### src/sv/api_frame_deframer_with_fifo_unit_assert.svh
// Assertion macros shared by the deframer RTL.
`ifndef API_FRAME_DEFRAMER_WITH_FIFO_UNIT_ASSERT_SVH
`define API_FRAME_DEFRAMER_WITH_FIFO_UNIT_ASSERT_SVH

`ifndef ASSERT_OFF
// Check that prop holds at every clock edge outside reset.
`define AFD_ASSERT(lbl, prop, msg) \
  lbl: assert property (@(posedge clk) disable iff (!rst_n) prop) else $error(msg);
// Check that cond is never true outside reset.
`define AFD_NEVER(lbl, cond, msg) \
  lbl: assert property (@(posedge clk) disable iff (!rst_n) !(cond)) else $error(msg);
`else
`define AFD_ASSERT(lbl, prop, msg)
`define AFD_NEVER(lbl, cond, msg)
`endif

`endif

### src/sv/afd_pkg.sv
package afd_pkg;

  // Buffer geometry
  localparam int DEPTH  = 32;
  localparam int PTR_W  = (DEPTH > 1) ? $clog2(DEPTH) : 1;
  localparam int FILL_W = 6;

  // Frame delimiter
  localparam logic [7:0] FRAME_START = 8'h7E;

  // Input operation codes
  localparam logic [1:0] OP_PUT   = 2'd0;
  localparam logic [1:0] OP_DRAIN = 2'd1;
  localparam logic [1:0] OP_FLUSH = 2'd2;

  // Result kinds
  localparam logic [1:0] KIND_PUT_OK  = 2'd0;
  localparam logic [1:0] KIND_DROPPED = 2'd1;
  localparam logic [1:0] KIND_PAYLOAD = 2'd2;
  localparam logic [1:0] KIND_DONE    = 2'd3;

endpackage

### src/sv/afd_ram.sv
module afd_ram #(
  parameter int WIDTH = 8,
  parameter int DEPTH = 32,
  parameter int AW    = (DEPTH > 1) ? $clog2(DEPTH) : 1
) (
  input  logic             clk,
  input  logic             we,
  input  logic [AW-1:0]    waddr,
  input  logic [WIDTH-1:0] wdata,
  input  logic             re,
  input  logic [AW-1:0]    raddr,
  output logic [WIDTH-1:0] rdata
);

  logic [WIDTH-1:0] mem [DEPTH];

  // Write one word, read one word with registered data
  always_ff @(posedge clk) begin
    if (we) begin
      mem[waddr] <= wdata;
    end
    if (re) begin
      rdata <= mem[raddr];
    end
  end

endmodule

### src/sv/api_frame_deframer_with_fifo_unit.sv
// Byte buffer with API frame deframer.
// Input channel: in_op selects put (store in_rx_byte), drain or flush; an
// item is taken when in_valid is high and in_stall is low. Output channel:
// one word per result (kind, payload byte, frame end, fill level, full).
// Put and flush give one result, registered in the cycle after acceptance.
// A drain reads the buffer memory one byte at a time: each held byte goes
// through a memory read, then a parse, which can wait while the output word
// is stalled; the drain ends with a done word. Payload words come out as the
// parser meets them; header, checksum and out-of-frame bytes give none.
// One item is in work at a time; in_stall stays high until the last result
// of the current item has been loaded into the output register.
// When the receiver stalls, the output word holds and the block waits
// before loading the next word; no word is lost.
// Reset empties the buffer and puts the parser in its idle phase; the
// buffer memory itself is not cleared, so no clearing pass is needed.
// The parser phase survives drains and flushes, so a frame may span drains.
module api_frame_deframer_with_fifo_unit (
  input  logic                      clk,
  input  logic                      rst_n,
  input  logic                      in_valid,
  output logic                      in_stall,
  input  logic [1:0]                in_op,
  input  logic [7:0]                in_rx_byte,
  output logic                      out_valid,
  input  logic                      out_stall,
  output logic [1:0]                out_kind,
  output logic [7:0]                out_payload_byte,
  output logic                      out_frame_end,
  output logic [afd_pkg::FILL_W-1:0] out_fill_level,
  output logic                      out_is_full
);

`include "api_frame_deframer_with_fifo_unit_assert.svh"

  localparam int PW = afd_pkg::PTR_W;
  localparam int FW = afd_pkg::FILL_W;

  // Sequencer states
  localparam logic [1:0] S_IDLE = 2'd0;
  localparam logic [1:0] S_RD   = 2'd1;
  localparam logic [1:0] S_PRS  = 2'd2;
  localparam logic [1:0] S_DONE = 2'd3;

  // Parser phases
  localparam logic [1:0] PH_IDLE   = 2'd0;
  localparam logic [1:0] PH_LEN_HI = 2'd1;
  localparam logic [1:0] PH_LEN_LO = 2'd2;
  localparam logic [1:0] PH_FRAME  = 2'd3;

  logic [1:0]    state_r, state_nxt;
  logic [PW-1:0] wp_r, wp_nxt;
  logic [PW-1:0] rp_r, rp_nxt;
  logic [FW-1:0] held_r, held_nxt;
  logic [1:0]    phase_r, phase_nxt;
  logic [15:0]   remain_r, remain_nxt;

  logic          out_valid_r;
  logic [1:0]    out_kind_r, out_kind_nxt;
  logic [7:0]    out_byte_r, out_byte_nxt;
  logic          out_end_r, out_end_nxt;
  logic [FW-1:0] out_fill_r, out_fill_nxt;
  logic          out_load;
  logic          out_free;

  logic          in_fire;
  logic          adv;
  logic          ram_we;
  logic          ram_re;
  logic [7:0]    rd_byte;

  // Buffer memory
  afd_ram #(
    .WIDTH(8),
    .DEPTH(afd_pkg::DEPTH),
    .AW   (PW)
  ) u_ram (
    .clk  (clk),
    .we   (ram_we),
    .waddr(wp_r),
    .wdata(in_rx_byte),
    .re   (ram_re),
    .raddr(rp_r),
    .rdata(rd_byte)
  );

  assign out_free = !out_valid_r || !out_stall;
  assign in_stall = (state_r != S_IDLE) || !out_free;
  assign in_fire  = in_valid && !in_stall;

  // Sequence operations, walk the buffer and parse frames
  always_comb begin
    state_nxt    = state_r;
    wp_nxt       = wp_r;
    rp_nxt       = rp_r;
    held_nxt     = held_r;
    phase_nxt    = phase_r;
    remain_nxt   = remain_r;
    ram_we       = 1'b0;
    ram_re       = 1'b0;
    out_load     = 1'b0;
    out_kind_nxt = afd_pkg::KIND_DONE;
    out_byte_nxt = 8'd0;
    out_end_nxt  = 1'b0;
    out_fill_nxt = held_r;
    adv          = 1'b1;
    case (state_r)
      S_IDLE: begin
        if (in_fire) begin
          case (in_op)
            afd_pkg::OP_PUT: begin
              out_load = 1'b1;
              if (held_r < FW'(afd_pkg::DEPTH)) begin
                ram_we       = 1'b1;
                wp_nxt       = (wp_r == PW'(afd_pkg::DEPTH - 1)) ? '0 : wp_r + 1'b1;
                held_nxt     = held_r + 1'b1;
                out_kind_nxt = afd_pkg::KIND_PUT_OK;
                out_fill_nxt = held_r + 1'b1;
              end else begin
                out_kind_nxt = afd_pkg::KIND_DROPPED;
              end
            end
            afd_pkg::OP_DRAIN: begin
              if (held_r != '0) begin
                state_nxt = S_RD;
              end else begin
                out_load = 1'b1;
              end
            end
            afd_pkg::OP_FLUSH: begin
              wp_nxt       = '0;
              rp_nxt       = '0;
              held_nxt     = '0;
              out_load     = 1'b1;
              out_fill_nxt = '0;
            end
            default: ;
          endcase
        end
      end
      S_RD: begin
        ram_re    = 1'b1;
        rp_nxt    = (rp_r == PW'(afd_pkg::DEPTH - 1)) ? '0 : rp_r + 1'b1;
        held_nxt  = held_r - 1'b1;
        state_nxt = S_PRS;
      end
      S_PRS: begin
        if (rd_byte == afd_pkg::FRAME_START) begin
          phase_nxt  = PH_LEN_HI;
          remain_nxt = '0;
        end else begin
          case (phase_r)
            PH_LEN_HI: begin
              remain_nxt = {rd_byte, 8'd0};
              phase_nxt  = PH_LEN_LO;
            end
            PH_LEN_LO: begin
              remain_nxt = remain_r | {8'd0, rd_byte};
              phase_nxt  = PH_FRAME;
            end
            PH_FRAME: begin
              if (remain_r != '0) begin
                // hold the byte until the output register frees up
                if (out_free) begin
                  remain_nxt   = remain_r - 1'b1;
                  out_load     = 1'b1;
                  out_kind_nxt = afd_pkg::KIND_PAYLOAD;
                  out_byte_nxt = rd_byte;
                  out_end_nxt  = (remain_r == 16'd1);
                end else begin
                  adv = 1'b0;
                end
              end else begin
                // swallow the checksum
                phase_nxt = PH_IDLE;
              end
            end
            default: ;
          endcase
        end
        if (adv) begin
          state_nxt = (held_r != '0) ? S_RD : S_DONE;
        end
      end
      S_DONE: begin
        if (out_free) begin
          out_load  = 1'b1;
          state_nxt = S_IDLE;
        end
      end
      default: state_nxt = S_IDLE;
    endcase
  end

  // Control registers
  always_ff @(posedge clk) begin
    if (!rst_n) begin
      state_r     <= S_IDLE;
      wp_r        <= '0;
      rp_r        <= '0;
      held_r      <= '0;
      phase_r     <= PH_IDLE;
      remain_r    <= '0;
      out_valid_r <= 1'b0;
    end else begin
      state_r  <= state_nxt;
      wp_r     <= wp_nxt;
      rp_r     <= rp_nxt;
      held_r   <= held_nxt;
      phase_r  <= phase_nxt;
      remain_r <= remain_nxt;
      if (out_load) begin
        out_valid_r <= 1'b1;
      end else if (!out_stall) begin
        out_valid_r <= 1'b0;
      end
    end
  end

  // Output word; hold while stalled
  always_ff @(posedge clk) begin
    if (out_load) begin
      out_kind_r <= out_kind_nxt;
      out_byte_r <= out_byte_nxt;
      out_end_r  <= out_end_nxt;
      out_fill_r <= out_fill_nxt;
    end
  end

  assign out_valid        = out_valid_r;
  assign out_kind         = out_kind_r;
  assign out_payload_byte = out_byte_r;
  assign out_frame_end    = out_end_r;
  assign out_fill_level   = out_fill_r;
  assign out_is_full      = (out_fill_r == FW'(afd_pkg::DEPTH));

  `AFD_NEVER(a_held_bound, held_r > FW'(afd_pkg::DEPTH), "held count above depth")
  `AFD_ASSERT(a_parse_after_read, (state_r == S_PRS) |-> ($past(state_r) == S_RD || $past(state_r) == S_PRS), "parse without a memory read")
  `AFD_ASSERT(a_done_empty, (out_valid_r && out_kind_r == afd_pkg::KIND_DONE) |-> (out_fill_r == '0), "done word with bytes left")
  `AFD_ASSERT(a_end_on_payload, (out_valid_r && out_end_r) |-> (out_kind_r == afd_pkg::KIND_PAYLOAD), "frame end on a non-payload word")

endmodule
### config.mk
export PLATFORM = sky130hd
export DESIGN_NAME = api_frame_deframer_with_fifo_unit
export DESIGN_NICKNAME = d
export VERILOG_FILES = /design/src/sv/afd_pkg.sv /design/src/sv/afd_ram.sv /design/src/sv/api_frame_deframer_with_fifo_unit.sv
export VERILOG_INCLUDE_DIRS = /design/src /design/src/sv
export SDC_FILE = /design/constraint.sdc
export NUM_CORES = 1
export LEC_CHECK = 0
export BUFFER_PORTS_ARGS = -buffer_cell sky130_fd_sc_hd__buf_4
export CORE_UTILIZATION = 65
export DETAILED_ROUTE_END_ITERATION = 6
export GPL_TIMING_DRIVEN = 1
export HOLD_SLACK_MARGIN = 0.06
export PLACE_DENSITY_LB_ADDON = 0.15
export SLEW_MARGIN = 20
export SYNTH_ARGS = -nofsm -noshare
export SYNTH_HDL_FRONTEND = slang
export SYNTH_SLANG_ARGS = --single-unit
### constraint.sdc
create_clock -name clk -period 5.1 [get_ports clk]
set_input_delay 1.02 -clock clk [delete_from_list [all_inputs] [get_ports clk]]
set_output_delay 1.02 -clock clk [all_outputs]
set_load 0.02 [all_outputs]
# Word-level counts from Yosys, hierarchy flattened
# Memories as Yosys holds them, arrays and structs flattened. A register that Yosys moved wholly into a read port is not among the register bits.
# Index checks and enable logic that the tools add are counted.
dict set report op_classes {
  n_lt_le_gt_ge 1
  bitwise_logic 5
  mux 55
  addsub 5
  reduce_logical 22
  eq_ne 24
}
# cell count
set op_table {}
lappend op_table {{2-to-1 mux 16 bit} 3}
lappend op_table {{one-hot mux 16 bit (3 select lines)} 1}
lappend op_table {{2-to-1 mux 5 bit} 5}
lappend op_table {{2-to-1 mux 1 bit} 24}
lappend op_table {{one-hot mux 6 bit (2 select lines)} 2}
lappend op_table {{2-to-1 mux 2 bit} 10}
lappend op_table {{one-hot mux 5 bit (2 select lines)} 2}
lappend op_table {{2-to-1 mux 6 bit} 3}
lappend op_table {{== test 16 x 1 -> 1 bit, second input constant} 1}
lappend op_table {{OR 16 x 8 -> 16 bit} 1}
lappend op_table {{nonzero test 16 bit} 1}
lappend op_table {{subtractor 16 x 1 -> 16 bit, second input constant} 1}
lappend op_table {{adder 5 x 1 -> 5 bit, second input constant} 2}
lappend op_table {{== test 2 bit, second input constant} 5}
lappend op_table {{== test 5 bit, second input constant} 2}
lappend op_table {{inequality test 2 bit, second input constant} 5}
lappend op_table {{inequality test 3 bit, second input constant} 3}
lappend op_table {{== test 8 x 7 -> 1 bit, second input constant} 1}
lappend op_table {{one-hot mux 2 bit (4 select lines)} 1}
lappend op_table {{AND reduction 4 bit} 2}
lappend op_table {{adder 6 x 1 -> 6 bit, second input constant} 1}
lappend op_table {{== test 2 x 1 -> 1 bit, second input constant} 3}
lappend op_table {{== test 6 bit, second input constant} 1}
lappend op_table {{less-than comparator 6 bit, second input constant} 1}
lappend op_table {{other kinds (18)} 31}
dict set report word_totals {
  out_inout_bits 20
  in_bits 14
  elab_cells 124
  ff_bits 54
  mem_count 1
  ramBits 256
}
# name depth width rd rd_clocked_by_memory_dff wr line
set memory_table {}
lappend memory_table {u_ram.mem 32 8 1 1 1 afd_ram.sv:15} ;# logic [WIDTH-1:0] mem [DEPTH];

# Longest topological paths before layout
dict set report logic_depth {
  word_depth 10
  depth_mapped 9
  ltp_nobuf 7
}

# Hierarchy
# From an unflattened synthesis, not the netlist that was laid out.
dict set report unflattened {
  cells_unflattened 784
  area_unflattened_um2 13336.5
}
# mod seq_area_each_um2 area_per_inst_um2 n_inst cells_each
set modules_own_cells {}
lappend modules_own_cells {afd_ram 7927.6 10133.5 1 417}
lappend modules_own_cells {api_frame_deframer_with_fifo_unit 1251.2 3203.1 1 367}

# Worst setup path before layout
# OpenSTA, ideal clock, no wires.
dict set report synth_path {
  path_kind {input to register}
  start {in out_stall}
  end {mem u_ram.mem[0][0], enable pin}
  path_slack_ns 2.136
  setup_time_ns 0.370
  arrival_time_ns 2.594
  n_path_buf 0
  stages 5
  required_ns 4.730
  cell_sequence {a211oi_2 nand3_1 nor2_1 nand2_1 nor2_1}
}
dict set report synth_between {
  elab_chain_cells 10
}
# element line
set synth_lines {}
lappend synth_lines {{start, declared} api_frame_deframer_with_fifo_unit.sv:25} ;# input logic out_stall,
lappend synth_lines {{zero test 1 bit} --}
lappend synth_lines {{logical OR 1 bit} api_frame_deframer_with_fifo_unit.sv:86} ;# assign out_free = !out_valid_r || !out_stall;
lappend synth_lines {{zero test 1 bit} api_frame_deframer_with_fifo_unit.sv:87} ;# assign in_stall = (state_r != S_IDLE) || !out_free;
lappend synth_lines {{logical OR 1 bit} api_frame_deframer_with_fifo_unit.sv:87}
lappend synth_lines {{zero test 1 bit} api_frame_deframer_with_fifo_unit.sv:88} ;# assign in_fire = in_valid && !in_stall;
lappend synth_lines {{logical AND 1 bit} api_frame_deframer_with_fifo_unit.sv:88}
lappend synth_lines {{2-to-1 mux 1 bit} api_frame_deframer_with_fifo_unit.sv:108} ;# if (in_fire) begin
lappend synth_lines {{2-to-1 mux 1 bit} api_frame_deframer_with_fifo_unit.sv:106} ;# case (state_r)
lappend synth_lines {{2-to-1 mux 1 bit} afd_ram.sv:19} ;# if (we) begin
lappend synth_lines {{2-to-1 mux 1 bit (not written as such)} afd_ram.sv:20} ;# mem[waddr] <= wdata;
lappend synth_lines {{end, declared} afd_ram.sv:15}
# Every way passes these cells.

# Final worst setup path
dict set report layout_path {
  start {in out_stall}
  end {mem u_ram.mem[19][4], enable pin}
}
# The elaborated chain is that of the path after synthesis.

==> results.md <==
Floorplan:
- The die covers 0.02138 mm^2.
- The starting utilization of the core area is 66.62%.
- The die width is 146.2 um.
- In this run the core area contains 52 standard-cell rows.
- The overall die height is 146.2 um.
- The core region is 0.02030 mm^2.
- 34 I/O pins were placed.

Synthesis:
- The number of library cell types mapped by synthesis is 74.
- The synthesized instance count is 827.
- In the post-synthesis netlist, the biggest area contributors are edfxtp_1, mux4_2, dfxtp_1.
- The portion of synthesized cell area occupied by the leading cell type is 62.40%.
- Sequential elements use 67.88% of the synthesized area.
- For this run, the number of Yosys warnings is 0.
- The prevailing post-synth register cell is edfxtp_1.
- The flip-flop and latch count after synthesis is 318.
- The cell type with the highest aggregate area in the netlist is edfxtp_1.
- The synthesized netlist occupies a cell area of 0.01352 mm^2.
- In this run, synthesis inferred 281 flip-flops with an integrated enable.
- The synthesized area per cell is 16.35 um^2.
- The post-synthesis net count is 855.
- The async set-reset flop share out of synthesis is 0%.

Routing:
- The count of antenna-violating nets left after detailed routing is 0.
- Dividing the detail-routed via count by the number of cells gives 6.960.
- The sum of routed wire length over all layers is 31,070 um.
- The first routing iteration left 909 violations.
- The total via count in the routed design is 7,948.
- The count of TritonRoute iterations in the first routing pass is 5.
- In the routed design, unresolved DRC markers number 0.
- The final routed wire length divided by cell count is 27.21 um.

Cells and area:
- The number of filler instances in the final layout is 1,195.
- The share of final-layout standard cells stronger than drive strength 1 is 21.13%.
- The relative area change from synthesis to final layout is 10.97%.
- For this run, the post-layout net count is 874.

Global route:
- The via count of the first global-routing pass is 7,835.
- Entering global routing, the biggest net connects 53 pins.
- The initial antenna violation count came to 1.
- The overall track demand over capacity in global routing is 30.30%.
- The total overflow reported by the global router is 0.
- The global-route wire length before repair is 47,490 um.

Pwr:
- Per report_power, the clock group accounts for 44.2% of the total.
- The internal portion of total power is 0.004398 W.
- For this design the total switching power over the nets is 0.001155 W.
- The switching power as a share of total power is 20.80%.
- The ratio of total power to cell area is 370.0 mW/mm^2.
- The fraction of power consumed by combinational cells is 4.0%.
- The sequential power share is 51.8%.
- The leakage power of the design is 4.736 nW.
- Across the VDD grid, the largest voltage drop is 0.3080 mV.

Setup path:
- Data arrives at the worst endpoint at 3.69 ns.
- The worst register-to-register path has a depth of 5.
- The startpoint identified for the worst register-to-register timing path is state_r[0].
- The worst setup path is of the primary input to register kind.
- The critical register-to-register path endpoint is u_ram.mem[19][4].
- The data required time at the worst endpoint is 5.30 ns.
- STA classifies the critical path endpoint as a register.
- STA classifies the critical path startpoint as a primary input.
- In this run the register-to-register setup slack is 1.70 ns.
- The largest fanout of any net on the critical path is 9.

STA:
- The number of max-slew violations in the final report is 0.
- At the pin with the least slew margin, the transition time is 1.126 ns.
- Hold is met by 0.4929 ns.
- The period utilization is 68.38%.
- Setup repair after global routing left no endpoint under its margin.
- Summed over all failing endpoints, the final setup total negative slack is 0 ns.
- The number of failing hold endpoints at the final stage is 0.
- Headroom to the max-slew limit came out at 24.25%.
- The achievable frequency is 286.7 MHz.
- The worst path in the final design needs a cycle of 3.488 ns, including I/O delays and setup.
- The total setup violations reported at the end of the flow is 0.
- The setup clock skew after layout is 0.02368 ns.

Clocking:
- The clock net sink count is 318.
- The count of hold buffers inserted by post-cts repair is 0.
- The post-CTS setup buffer count is 0.
- The number of levels in the clock H-tree is 1.
- The cell at the root of the clock tree is clkbuf_16.
- The clock passes through at most 3 buffers.
- The number of CTS-inserted buffers is 31.
- The clock reaches the later pin of the worst-skew pair after 0.57 ns.
- Clock-pin slew was measured on the worst setup and hold paths at 0.06 ns.
- The clock tree from TritonCTS is yes.
- The number of gates given a new drive strength after cts is 0.

Status:
- The run finished with clean final reports.

Place:
- The placer's final routability congestion estimate is 0.9386.
- The sum of net half-perimeters after detailed placement is 19,130 um.
- The count of input and output buffers is 33.

Hold path:
- In this run the worst hold path is classified as register to register.
- The worst hold path passes through 2 cells.
- The worst hold path terminates at phase_r[0].
- The hold path startpoint is phase_r[0].

Run:
- Max-cap violations in this run came to 0.
registers in the layout, summed over array words and instances, names as in the netlist:
register	cells
out_kind	2
out_fill_level	6
out_payload_byte	8
phase_r	2
wp_r	5
held_r	6
out_frame_end	1
state_r	2
remain_r	16
u_ram.rdata	8
u_ram.mem	256
rp_r	5
out_valid	1
cells in the final DEF (no fill, tap or decap), types with 7 or more instances in the layout:
| cell | synthesis | routed |
|---|---|---|
| o21a_1 | 11 | 11 |
| and2_1 | 9 | 9 |
| mux2i_1 | 19 | 19 |
| nand3_1 | 15 | 15 |
| nand3b_1 | 8 | 8 |
| nand2_1 | 38 | 38 |
| a21boi_1 | 7 | 7 |
| nor2_1 | 58 | 58 |
| a21oi_1 | 17 | 17 |
| o21ai_0 | 25 | 25 |
| ha_1 | 14 | 14 |
| nor3_1 | 11 | 11 |
| edfxtp_1 | 281 | 281 |
| clkbuf_16 | 0 | 31 |
| a22oi_1 | 9 | 9 |
| inv_1 | 17 | 17 |
| nor4_1 | 10 | 10 |
| dfxtp_1 | 37 | 35 |
| buf_4 | 2 | 36 |
| mux4_2 | 72 | 72 |
| nand4_1 | 9 | 9 |
cell families (layout without fill, tap and decap cells):
group | count (synthesis) | after routing | synth area share [%]
buffers and inverters | 67 | 111 | 2.322
other | 0 | 1 | 0
and+or+nand+nor | 207 | 207 | 8.383
AOI/OAI and AO/OA | 126 | 126 | 6.431
xor gates and xnor gates | 2 | 2 | 0.1296
muxes | 93 | 93 | 13.56
adders and majority gates | 14 | 14 | 1.295
DFF | 318 | 318 | 67.88
worst max-delay path: stages:
cell and delay [ns]:
buf_4 0.12, a211oi_2 0.48, nand3_1 0.26, nor2_1 0.54, nand2_1 0.56, nor2_1 0.69
through the flow:
step                      cell area [um^2]  worst slack [ns]  instances  total power [W]  util, %
final                                15010             1.612       1142         0.005553    73.93
after global routing                 15000             1.482       1141         0.005689    73.92
after CTS                            15000             1.681       1141         0.005572    73.92
after detailed placement             13890             1.095       1083         0.003154    68.40
after global placement               13890             1.282       1083         0.003149    68.40
after floorplan                      13520             2.136        827         0.003053        -
worst max path at each step:
stage	from	endpoint	slack (ns)	cells after the start
finish	out_stall	u_ram.mem[19][4]	1.61	6
global route	out_stall	u_ram.mem[19][3]	1.48	6
floorplan	out_stall	u_ram.mem[0][0]	2.14	5
CTS	out_stall	u_ram.mem[19][3]	1.68	6
global placement	out_stall	u_ram.mem[23][0]	1.28	6
detailed placement	out_stall	u_ram.mem[19][4]	1.09	6
per-layer routing:
layer,vias up,wire length (um),track usage [%]
met1,3966,11720,41.96
met3,91,2814,4.594
met2,531,15490,49.74
met4,0,1050,10.89
li1,3360,-,-
met5,-,0,0
power groups by stage:
stage / sequential (W) / clock, W / combinational, W
finish: 0.00288 / 0.00245 / 0.000222
global route: 0.00288 / 0.00257 / 0.000235
CTS: 0.00288 / 0.00247 / 0.000221
detailed placement: 0.00293 / 0 / 0.000219
global placement: 0.00293 / 0 / 0.000216
floorplan: 0.00294 / 0 / 0.000114
final cells by class:
class | instances | area [um^2] | share of cell area, %
Sequential cell | 318 | 9184 | 61.20
Clock inverter | 24 | 311.5 | 2.076
Antenna cell | 1 | 2.502 | 0.01667
Timing Repair Buffer | 36 | 270.3 | 1.801
Tap cell | 270 | 337.8 | 2.251
Clock buffer | 34 | 807.0 | 5.378
Inverter | 17 | 63.81 | 0.4252
Multi-Input combinational cell | 442 | 4030 | 26.86
Yosys cell counts (all sizes together), types with 15 or more instances:
cell      n
edfxtp  281
mux4     72
nor2     58
nand2    38
dfxtp    37
clkbuf   29
o21ai    26
buf      21
mux2i    19
a21oi    17
inv      17
nand3    15
Power figures use the tool's default switching activity.
